==> src/hdl/polyphonic_wavetable_oscillator_core_macros.svh <==
// Assertion macros for the polyphonic wavetable oscillator core.
// Used by the oscillator core in the hdl folder; expects signals clock and reset in scope.
`ifndef POLYPHONIC_WAVETABLE_OSCILLATOR_CORE_MACROS_SVH
`define POLYPHONIC_WAVETABLE_OSCILLATOR_CORE_MACROS_SVH

// Property that must hold at every clock edge outside reset.
`define PWO_ASSERT(lbl, expr, msg) \
   lbl: assert property (@(posedge clock) disable iff (reset) (expr)) else $error(msg);

// Antecedent in one cycle implies consequent in the next.
`define PWO_ASSERT_NEXT(lbl, ante, cons, msg) \
   lbl: assert property (@(posedge clock) disable iff (reset) (ante) |=> (cons)) else $error(msg);

`endif

==> src/hdl/pwo_pkg.sv <==
// Shared types and constants of the polyphonic wavetable oscillator.
// No dependencies; used by the channel interfaces and the core.
`timescale 1ns / 1ps

package pwo_pkg;

   // Payload field widths
   localparam int OPCODE_W = 2;
   localparam int INDEX_W  = 8;
   localparam int VALUE_W  = 16;
   localparam int SAMPLE_W = 14;
   localparam int PHASE_W  = 15;
   localparam int MIX_W    = 16;

   typedef logic [OPCODE_W-1:0] opcode_type;

   // Request opcodes; the fourth code is unused and ignored
   localparam opcode_type OP_TICK       = 2'd0;
   localparam opcode_type OP_SET_INC    = 2'd1;
   localparam opcode_type OP_WRITE_WAVE = 2'd2;

   // Phase wraps modulo 2^15 - 1, increments clamp one below that
   localparam logic [PHASE_W:0]   PHASE_MOD = 16'h7FFF;
   localparam logic [VALUE_W-1:0] INC_MAX   = 16'd32766;

   // One voice memory word
   typedef struct packed {
      logic [PHASE_W-1:0] inc;
      logic [PHASE_W-1:0] phase;
   } voice_entry_type;

endpackage

==> src/hdl/pwo_if.sv <==
// Request and response channel interfaces of the wavetable oscillator.
// Depends on pwo_pkg for the payload widths.
`timescale 1ns / 1ps

interface pwo_req_if;
   logic                          valid;
   logic                          ready;
   logic [pwo_pkg::OPCODE_W-1:0]  opcode;
   logic [pwo_pkg::INDEX_W-1:0]   index;
   logic [pwo_pkg::VALUE_W-1:0]   value;

   modport source (output valid, output opcode, output index, output value, input ready);
   modport sink   (input valid, input opcode, input index, input value, output ready);
endinterface

interface pwo_rsp_if;
   logic                          valid;
   logic                          ready;
   logic [pwo_pkg::SAMPLE_W-1:0]  sample;

   modport source (output valid, output sample, input ready);
   modport sink   (input valid, input sample, output ready);
endinterface

==> src/hdl/polyphonic_wavetable_oscillator_core.sv <==
// Polyphonic wavetable oscillator: a tick advances every voice phase and returns one
// mixed sample; other requests set a voice increment or write a wave table word.
// A tick walks the voice memory one voice per cycle through a four-stage
// read/update/lookup pipe and reads the wave table once per voice. Setting an
// increment reads the voice entry, then writes it back; writing a table word
// reduces the address, then writes the word. The finished sample sits in an
// output register, so new requests are taken while it waits; a tick that
// completes before it is taken holds in place. The wave table has no reset;
// voice state reads as zero until written.
`timescale 1ns / 1ps
`include "polyphonic_wavetable_oscillator_core_macros.svh"

module polyphonic_wavetable_oscillator_core #(
   parameter int VOICES      = 8,
   parameter int TABLE_DEPTH = 256,
   parameter int PHASE_SHIFT = 7
) (
   input  logic        clock,
   input  logic        reset,
   pwo_req_if.sink     req_chan,
   pwo_rsp_if.source   rsp_chan
);

   localparam int VW        = (VOICES > 1) ? $clog2(VOICES) : 1;
   localparam int CW        = $clog2(VOICES + 1);
   localparam int AW        = $clog2(TABLE_DEPTH);
   localparam int PW        = pwo_pkg::PHASE_W;
   localparam int RD_XW     = PW - PHASE_SHIFT;
   localparam int RD_RECIP  = (1 << RD_XW) / TABLE_DEPTH;
   localparam int WR_XW     = pwo_pkg::INDEX_W;
   localparam int WR_RECIP  = (1 << WR_XW) / TABLE_DEPTH;

   // Sequencer states
   localparam logic [2:0] ST_IDLE   = 3'd0;
   localparam logic [2:0] ST_TICK   = 3'd1;
   localparam logic [2:0] ST_OUT    = 3'd2;
   localparam logic [2:0] ST_INC_RD = 3'd3;
   localparam logic [2:0] ST_INC_WR = 3'd4;
   localparam logic [2:0] ST_WR_Q   = 3'd5;
   localparam logic [2:0] ST_WR_MEM = 3'd6;

   // Control registers
   logic [2:0]                    state_ff, state_in;
   logic [CW-1:0]                 iss_cnt_ff, iss_cnt_in;
   logic                          p1_v_ff, p1_v_in;
   logic                          p2_v_ff, p3_v_ff, p4_v_ff;
   logic [VOICES-1:0]             voice_valid_ff;
   logic                          rsp_valid_ff, rsp_valid_in;

   // Payload registers
   logic [pwo_pkg::INDEX_W-1:0]   req_index_ff;
   logic [pwo_pkg::VALUE_W-1:0]   req_value_ff;
   logic [VW-1:0]                 p1_idx_ff;
   logic [RD_XW-1:0]              p2_x_ff, p3_x_ff, p3_q_ff;
   logic                          p2_act_ff, p3_act_ff, p4_act_ff;
   logic [WR_XW-1:0]              wr_q_ff;
   logic [pwo_pkg::MIX_W-1:0]     mix_ff, mix_in;
   logic [pwo_pkg::SAMPLE_W-1:0]  sample_ff, sample_in;

   // Memories and their read registers
   pwo_pkg::voice_entry_type      voice_mem [VOICES];
   pwo_pkg::voice_entry_type      v_q_ff;
   logic                          vq_valid_ff;
   logic [pwo_pkg::VALUE_W-1:0]   tbl_mem [TABLE_DEPTH];
   logic [pwo_pkg::VALUE_W-1:0]   tbl_q_ff;

   // Memory port controls
   logic                          vm_we;
   logic [VW-1:0]                 vm_waddr, vm_raddr;
   pwo_pkg::voice_entry_type      vm_wdata;
   logic                          tbl_we;
   logic [AW-1:0]                 tbl_waddr, tbl_raddr;

   // Datapath nets
   logic                          req_xfer;
   pwo_pkg::voice_entry_type      cur;
   pwo_pkg::voice_entry_type      wb_entry;
   logic [PW:0]                   ph_sum;
   logic [PW-1:0]                 adv_phase;
   logic [PW-1:0]                 inc_clamped;
   logic [2*RD_XW-1:0]            rd_prod;
   logic [RD_XW:0]                rd_qt, rd_rem0, rd_rem;
   logic [31:0]                   rd_rem32;
   logic [2*WR_XW-1:0]            wr_prod;
   logic [WR_XW:0]                wr_qt, wr_rem0, wr_rem;
   logic [31:0]                   wr_rem32;

   assign req_xfer        = req_chan.valid && req_chan.ready;
   assign req_chan.ready  = (state_ff == ST_IDLE);
   assign rsp_chan.valid  = rsp_valid_ff;
   assign rsp_chan.sample = sample_ff;

   // Stage 1: phase update of the voice just read; unwritten voices read as zero
   assign cur       = vq_valid_ff ? v_q_ff : '0;
   assign ph_sum    = {1'b0, cur.phase} + {1'b0, cur.inc};
   assign adv_phase = (cur.inc == '0) ? '0 :
                      (ph_sum < pwo_pkg::PHASE_MOD) ? ph_sum[PW-1:0] :
                      PW'(ph_sum - pwo_pkg::PHASE_MOD);
   assign wb_entry  = '{inc: cur.inc, phase: adv_phase};

   // Stage 2/3: table address modulo depth by reciprocal and one correction
   assign rd_prod   = (2*RD_XW)'(p2_x_ff) * (2*RD_XW)'(RD_RECIP);
   assign rd_qt     = (RD_XW+1)'(32'(p3_q_ff) * 32'(TABLE_DEPTH));
   assign rd_rem0   = {1'b0, p3_x_ff} - rd_qt;
   assign rd_rem    = (32'(rd_rem0) >= 32'(TABLE_DEPTH)) ?
                      rd_rem0 - (RD_XW+1)'(TABLE_DEPTH) : rd_rem0;
   assign rd_rem32  = 32'(rd_rem);
   assign tbl_raddr = rd_rem32[AW-1:0];

   // Table write address, same reduction over the request index
   assign wr_prod   = (2*WR_XW)'(req_index_ff) * (2*WR_XW)'(WR_RECIP);
   assign wr_qt     = (WR_XW+1)'(32'(wr_q_ff) * 32'(TABLE_DEPTH));
   assign wr_rem0   = {1'b0, req_index_ff} - wr_qt;
   assign wr_rem    = (32'(wr_rem0) >= 32'(TABLE_DEPTH)) ?
                      wr_rem0 - (WR_XW+1)'(TABLE_DEPTH) : wr_rem0;
   assign wr_rem32  = 32'(wr_rem);
   assign tbl_waddr = wr_rem32[AW-1:0];

   assign inc_clamped = (req_value_ff > pwo_pkg::INC_MAX) ? pwo_pkg::INC_MAX[PW-1:0]
                                                          : req_value_ff[PW-1:0];

   // Sequencer and memory port control
   always_comb begin
      state_in     = state_ff;
      iss_cnt_in   = iss_cnt_ff;
      p1_v_in      = 1'b0;
      mix_in       = mix_ff;
      rsp_valid_in = rsp_valid_ff;
      sample_in    = sample_ff;
      vm_we        = p1_v_ff;
      vm_waddr     = p1_idx_ff;
      vm_wdata     = wb_entry;
      vm_raddr     = iss_cnt_ff[VW-1:0];
      tbl_we       = 1'b0;

      if (rsp_valid_ff && rsp_chan.ready) begin
         rsp_valid_in = 1'b0;
      end

      // accumulate each active voice's table word as it returns
      if (p4_v_ff && p4_act_ff) begin
         mix_in = mix_ff + tbl_q_ff;
      end

      case (state_ff)
         ST_IDLE: begin
            if (req_xfer) begin
               case (req_chan.opcode)
                  pwo_pkg::OP_TICK: begin
                     state_in   = ST_TICK;
                     iss_cnt_in = '0;
                     mix_in     = '0;
                  end
                  pwo_pkg::OP_SET_INC: begin
                     if (req_chan.index < pwo_pkg::INDEX_W'(VOICES)) begin
                        state_in = ST_INC_RD;
                     end
                  end
                  pwo_pkg::OP_WRITE_WAVE: begin
                     state_in = ST_WR_Q;
                  end
                  default: begin
                  end
               endcase
            end
         end
         ST_TICK: begin
            if (iss_cnt_ff < CW'(VOICES)) begin
               p1_v_in    = 1'b1;
               iss_cnt_in = iss_cnt_ff + 1'b1;
            end else if (!p1_v_ff && !p2_v_ff && !p3_v_ff && !p4_v_ff) begin
               state_in = ST_OUT;
            end
         end
         ST_OUT: begin
            if (!rsp_valid_ff || rsp_chan.ready) begin
               rsp_valid_in = 1'b1;
               sample_in    = mix_ff[pwo_pkg::MIX_W-1:2];
               state_in     = ST_IDLE;
            end
         end
         ST_INC_RD: begin
            vm_raddr = req_index_ff[VW-1:0];
            state_in = ST_INC_WR;
         end
         ST_INC_WR: begin
            // keep the running phase, replace the increment
            vm_we    = 1'b1;
            vm_waddr = req_index_ff[VW-1:0];
            vm_wdata = '{inc: inc_clamped, phase: cur.phase};
            state_in = ST_IDLE;
         end
         ST_WR_Q: begin
            state_in = ST_WR_MEM;
         end
         ST_WR_MEM: begin
            tbl_we   = 1'b1;
            state_in = ST_IDLE;
         end
         default: begin
            state_in = ST_IDLE;
         end
      endcase
   end

   // Control state
   always_ff @(posedge clock) begin
      if (reset) begin
         state_ff       <= ST_IDLE;
         iss_cnt_ff     <= '0;
         p1_v_ff        <= 1'b0;
         p2_v_ff        <= 1'b0;
         p3_v_ff        <= 1'b0;
         p4_v_ff        <= 1'b0;
         voice_valid_ff <= '0;
         rsp_valid_ff   <= 1'b0;
      end else begin
         state_ff     <= state_in;
         iss_cnt_ff   <= iss_cnt_in;
         p1_v_ff      <= p1_v_in;
         p2_v_ff      <= p1_v_ff;
         p3_v_ff      <= p2_v_ff;
         p4_v_ff      <= p3_v_ff;
         rsp_valid_ff <= rsp_valid_in;
         if (vm_we) begin
            voice_valid_ff[vm_waddr] <= 1'b1;
         end
      end
   end

   // Request capture and pipeline payload
   always_ff @(posedge clock) begin
      if (req_xfer) begin
         req_index_ff <= req_chan.index;
         req_value_ff <= req_chan.value;
      end
      p1_idx_ff <= iss_cnt_ff[VW-1:0];
      p2_x_ff   <= RD_XW'(adv_phase >> PHASE_SHIFT);
      p2_act_ff <= (cur.inc != '0);
      p3_q_ff   <= rd_prod[2*RD_XW-1:RD_XW];
      p3_x_ff   <= p2_x_ff;
      p3_act_ff <= p2_act_ff;
      p4_act_ff <= p3_act_ff;
      wr_q_ff   <= wr_prod[2*WR_XW-1:WR_XW];
      mix_ff    <= mix_in;
      sample_ff <= sample_in;
   end

   // Voice memory: one write, one registered read per cycle
   always_ff @(posedge clock) begin
      if (vm_we) begin
         voice_mem[vm_waddr] <= vm_wdata;
      end
      v_q_ff      <= voice_mem[vm_raddr];
      vq_valid_ff <= voice_valid_ff[vm_raddr];
   end

   // Wave table memory
   always_ff @(posedge clock) begin
      if (tbl_we) begin
         tbl_mem[tbl_waddr] <= req_value_ff;
      end
      tbl_q_ff <= tbl_mem[tbl_raddr];
   end

   // Checks
   `PWO_ASSERT(a_ready_idle_pipe, !req_chan.ready || (!p1_v_ff && !p2_v_ff && !p3_v_ff && !p4_v_ff), "request taken while voice pipe busy")
   `PWO_ASSERT(a_no_write_clash, !(p1_v_ff && (state_ff == ST_INC_WR)), "voice writeback and increment write collide")
   `PWO_ASSERT(a_issue_bound, iss_cnt_ff <= CW'(VOICES), "voice issue count past last voice")
   `PWO_ASSERT(a_rd_addr_range, !p3_v_ff || (32'(rd_rem) < 32'(TABLE_DEPTH)), "table read address not reduced")
   `PWO_ASSERT_NEXT(a_tick_start, req_xfer && (req_chan.opcode == pwo_pkg::OP_TICK), (state_ff == ST_TICK) && (iss_cnt_ff == '0), "tick transfer did not start voice walk")

endmodule
==> src/flat_wrapper.sv <==
// flat-port wrapper written by rule: the top's interface ports become plain ports
module polyphonic_wavetable_oscillator_core_flat 
#(
   parameter int VOICES      = 8,
   parameter int TABLE_DEPTH = 256,
   parameter int PHASE_SHIFT = 7
)
  (clock, reset, req_chan_valid, req_chan_opcode, req_chan_index, req_chan_value, req_chan_ready, rsp_chan_valid, rsp_chan_sample, rsp_chan_ready);
  pwo_req_if req_chan_i ();
  pwo_rsp_if rsp_chan_i ();
  input  logic clock;
  input  logic reset;
  input wire logic [$bits(req_chan_i.valid)-1:0] req_chan_valid;
  input wire logic [$bits(req_chan_i.opcode)-1:0] req_chan_opcode;
  input wire logic [$bits(req_chan_i.index)-1:0] req_chan_index;
  input wire logic [$bits(req_chan_i.value)-1:0] req_chan_value;
  output wire logic [$bits(req_chan_i.ready)-1:0] req_chan_ready;
  output wire logic [$bits(rsp_chan_i.valid)-1:0] rsp_chan_valid;
  output wire logic [$bits(rsp_chan_i.sample)-1:0] rsp_chan_sample;
  input wire logic [$bits(rsp_chan_i.ready)-1:0] rsp_chan_ready;
  assign req_chan_i.valid = req_chan_valid;
  assign req_chan_i.opcode = req_chan_opcode;
  assign req_chan_i.index = req_chan_index;
  assign req_chan_i.value = req_chan_value;
  assign req_chan_ready = req_chan_i.ready;
  assign rsp_chan_valid = rsp_chan_i.valid;
  assign rsp_chan_sample = rsp_chan_i.sample;
  assign rsp_chan_i.ready = rsp_chan_ready;
  polyphonic_wavetable_oscillator_core #(.VOICES(VOICES), .TABLE_DEPTH(TABLE_DEPTH), .PHASE_SHIFT(PHASE_SHIFT)) u_core (.clock(clock), .reset(reset), .req_chan(req_chan_i), .rsp_chan(rsp_chan_i));
endmodule
==> config.mk <==
export PLATFORM = sky130hd
export DESIGN_NAME = polyphonic_wavetable_oscillator_core_flat
export DESIGN_NICKNAME = d
export VERILOG_FILES = /design/src/hdl/pwo_pkg.sv /design/src/hdl/pwo_if.sv /design/src/hdl/polyphonic_wavetable_oscillator_core.sv /design/src/flat_wrapper.sv
export VERILOG_INCLUDE_DIRS = /design/src /design/src/hdl
export SDC_FILE = /design/constraint.sdc
export NUM_CORES = 2
export LEC_CHECK = 0
export BUFFER_PORTS_ARGS = -buffer_cell sky130_fd_sc_hd__buf_2
export CAP_MARGIN = 0
export CORE_MARGIN = 3
export CORE_UTILIZATION = 54
export DETAILED_ROUTE_END_ITERATION = 8
export PLACE_DENSITY = 0.68
export SLEW_MARGIN = 20
export SYNTH_ARGS = -nofsm -noshare
export SYNTH_HDL_FRONTEND = slang
export SYNTH_MEMORY_MAX_BITS = 65536
export SYNTH_SLANG_ARGS = --single-unit
==> constraint.sdc <==
create_clock -name clock -period 5.9 [get_ports clock]
set_clock_uncertainty 0.15 [all_clocks]
set_input_delay 0.295 -clock clock [delete_from_list [all_inputs] [get_ports clock]]
set_output_delay 0.295 -clock clock [all_outputs]
set_load 0.02 [all_outputs]
==> summary.md <==
| Metric | Value |
|---|---|
| Fraction of layout cells with a size suffix above 1 | 0.3215 |
| Hold Crit Class | primary input to register |
| Required time worst endpoint | 6.57 ns |
| Int Pwr | 53.19 mW |
| Crit. End Element | register |
| Die W | 570.5 microns |
| Number of synthesized flops with an enable pin | 4374 |
| # nets final | 7809 |
| DRC | 0 |
| Clock tree buffer depth | 4 |
| Most common cell after layout, fill and taps aside | edfxtp_1 |
| Die Ht | 570.5 microns |
| WP data arrival | 5.88 ns |
| Final setup fails | 0 |
| Yosys cell types | 80 |
| Power density over cell area | 349.6 nW/um^2 |
| Worst slew margin | 0.1844 |
| Sequential share of the synthesized area | 0.7756 |
| Setup WS post-layout | 0.6915 ns |
| Max Transition Viols Final | 0 |
| Hold Startpoint | req_chan_index[6] |
| RD Place Congestion | 0.8506 |
| First-pass GRT wire length | 586700 microns |
| CP Launch Type | register |
| Layout area overhead | 13.11% |
| Utilization after layout | 0.6159 |
| H-Tree Level Count | 5 |
| Clock Power Share | 0.403 |
| Row cnt | 206 |
| Inserted Clock Buffers | 438 |
| Pin count of the biggest net entering global routing | 209 |
| Most used DFF post-synth | edfxtp_1 |
| Initial core utilization | 0.5445 |
| Unrepaired setup endpoints after global routing | no |
| Placed Area | 179900 sq um |
| Antenna violations before repair | 24 |
| Clk sinks | 4479 |
| Vias in the first global route | 80.49k |
| Switching power | 14.85 mW |
| Core ar. | 316000 sq um |
| Final instance area | 194600 sq um |
| Sw Ratio | 0.2183 |
| Fin crit share | 0.8828 |
| DR top layer | met5 |
| Combinational power share | 0.074 |
| Met3 Wirelength | 39350 microns |
| Worst-Skew Late Latency | 0.98 ns |
| Wire per inst | 32.95 microns |
| Worst slack, placed | 0.8277 ns |
| Wirelength, routed | 404700 microns |
| Placed Cells | 11.41k |
| Yosys reg bits | 4479 |
| Final hold vios | 0 |
| Max Cap Violations | 0 |
| Max Clock Freq | 192.0 MHz |
| Final Non-Filler Cells | 12.28k |
| Vias | 80.24k |
| Post-CTS sizing | 0 |
| Die area | 325400 sq um |
| WS Path Type | register to register |
| Fillers | 20.98k |
| Register area | 133500 sq um |
| Worst-Margin Slew | 1.223 ns |
| Port Buffers | 45 |
| DRT iter0 DRCs | 11.43k |
| Syn Area/Cell | 24.01 sq um |
| Root buffer cell | clkbuf_16 |
| Post-DRT Antenna Nets | 0 |
| Io pins | 46 |
| Most frequent cells in the layout | 4374 x edfxtp_1, 1422 x mux4_2, 449 x clkbuf_16 |
| Register clock-pin slew on the reported worst setup and hold paths | 0.06 ns |
| Min cycle time layout | 5.209 ns |
| Overflow after GRT | 0 |
| Vias per cell | 6.532 |
| Post-Syn Nets | 7231 |
| Sequential Power Share | 0.523 |
| Synthesized instance count | 7167 |
| Mapped Area | 172100 sq um |
| Yosys warning count | 0 |
| WL met2 | 192200 microns |
| Setup crit start | u_core.vq_valid_ff$_DFF_P_ |
| Leak | 59.02 nW |
| CTS tree | built |
| Area of the multi-input gates | 37210 sq um |
| Critical Path Fanout Max | 17 |
| FF-to-FF Start | u_core.vq_valid_ff$_DFF_P_ |
| Worst vdd ir | 0.3191 mV |
| Detailed placement HPWL | 234100 microns |
| Outcome | finished, final reports clean |
| Setup TNS | 0 ns |
| FFs w/ async S/R, synth | 0 |
| Drt pass-1 iters | 6 |
| Overall Global Routing Usage | 0.2509 |
| Wl on met1 | 161300 microns |
power groups by stage:
| stage | registers (mW) | logic, mW | clock network (mW) |
|---|---|---|---|
| final | 35.6 | 5.01 | 27.4 |
| after global routing | 35.6 | 5.28 | 29.1 |
| after CTS | 35.6 | 5.04 | 27.8 |
| after detailed placement | 36.3 | 5.00 | 0 |
| after global placement | 36.3 | 4.87 | 0 |
| after floorplan | 36.6 | 2.83 | 0 |
cell type report:
class / count / area share
tap: 4160 / 0.02675
antenna: 9 / 0.0001157
sequential: 4479 / 0.6858
timing repair buffer: 529 / 0.02327
inverter: 12 / 0.0002315
clock buffer: 544 / 0.06018
multi-input combinational: 2285 / 0.1912
clock inverter: 266 / 0.01242
repair_timing:
item	in CTS	in global routing
buffers inserted	0	0
hold endpoints to repair	84	0
endpoints found under the setup margin	0	0
hold buffers	55	0
sequential cells by signal, summed over array words and instances (netlist names):
register	count
u_core.p2_act_ff	1
u_core.p3_act_ff	1
u_core.rsp_chan.valid	1
u_core.voice_mem	240
u_core.p1_v_ff	1
u_core.p3_v_ff	1
u_core.p4_act_ff	1
u_core.state_ff	3
u_core.p4_v_ff	1
u_core.p3_x_ff	8
u_core.iss_cnt_ff	4
u_core.mix_ff	16
u_core.p2_x_ff	8
u_core.p1_idx_ff	3
u_core.voice_valid_ff	8
u_core.tbl_q_ff	16
u_core.req_value_ff	16
u_core.vq_valid_ff	1
u_core.req_index_ff	8
u_core.tbl_mem	4096
u_core.p2_v_ff	1
u_core.rsp_chan.sample	14
u_core.v_q_ff	30
final timing paths:
| kind | endpoint | slack (ns) | cells after the start |
|---|---|---|---|
| setup / recovery | u_core.voice_mem[5][8]$_DFFE_PP_ | 0.69 | 14 |
| hold / removal | u_core.req_index_ff[6]$_DFFE_PP_ | 0.1 | 2 |
| setup reg to reg | u_core.voice_mem[5][8]$_DFFE_PP_ | 0.69 | 14 |
| hold reg to reg | u_core.p4_act_ff$_DFF_P_ | 0.18 | 0 |
kinds of logic (layout without fill, tap and decap cells):
group,after synthesis,count (layout),synth area share
and+or+nand+nor,605,605,0.01578
other,0,9,0
xor gates and xnor gates,25,25,0.001273
AOI/OAI and AO/OA,155,155,0.006611
muxes,1466,1466,0.1889
DFF,4479,4479,0.7756
buffers and inverters,403,1351,0.009192
adders and majority gates,34,34,0.002560
synthesized netlist by cell type, drive strengths merged (7+ instances only):
cell	n	area (sq um)
ha	32	400.4
xnor2	17	148.9
nand4	14	87.58
mux2i	10	100.1
and3	9	56.30
and2	36	225.2
inv	12	45.04
o21ai	19	95.09
o21a	8	61.31
a21oi	44	220.2
mux4	1422	32030
nand2	92	345.3
nor4	8	65.06
dfxtp	105	2102
nand3	45	225.2
o22a	12	106.4
buf	106	466.7
nor2	320	1201
nor3	33	165.2
mux2	34	382.9
nor2b	15	93.84
a211oi	8	65.06
edfxtp	4374	131300
or3	10	63.81
o31ai	7	52.55
xor2	8	70.07
clkbuf	285	1070
a21o	12	91.34
layer usage:
metal / GRT usage / up-vias
met1: 0.3779 / 43341
li1: - / 32030
met3: 0.04662 / 629
met4: 0.06699 / 10
met5: 0 / -
met2: 0.3850 / 4230
through the flow:
stage	hold WS, ns	total power [mW]
after floorplan	0.1596	39.42
after global placement	0.1616	41.16
after detailed placement	0.1643	41.29
after CTS	0.04526	68.48
after global routing	0.02533	70.01
final	0.09884	68.04
worst max-delay path, cell delays in order, from the launching register on:
cell	delay [ns]
dfxtp_1	0.42
buf_4	0.26
and2_1	0.18
ha_1	0.25
fa_1	0.49
a21o_2	0.27
a221oi_1	0.37
nor4bb_1	0.11
a211oi_1	0.45
or4_4	0.28
nor3_1	0.08
a31oi_1	0.87
nor3_1	0.18
o41ai_1	0.47
buf_4	0.22
No activity file was read; power rests on OpenSTA's default activity.
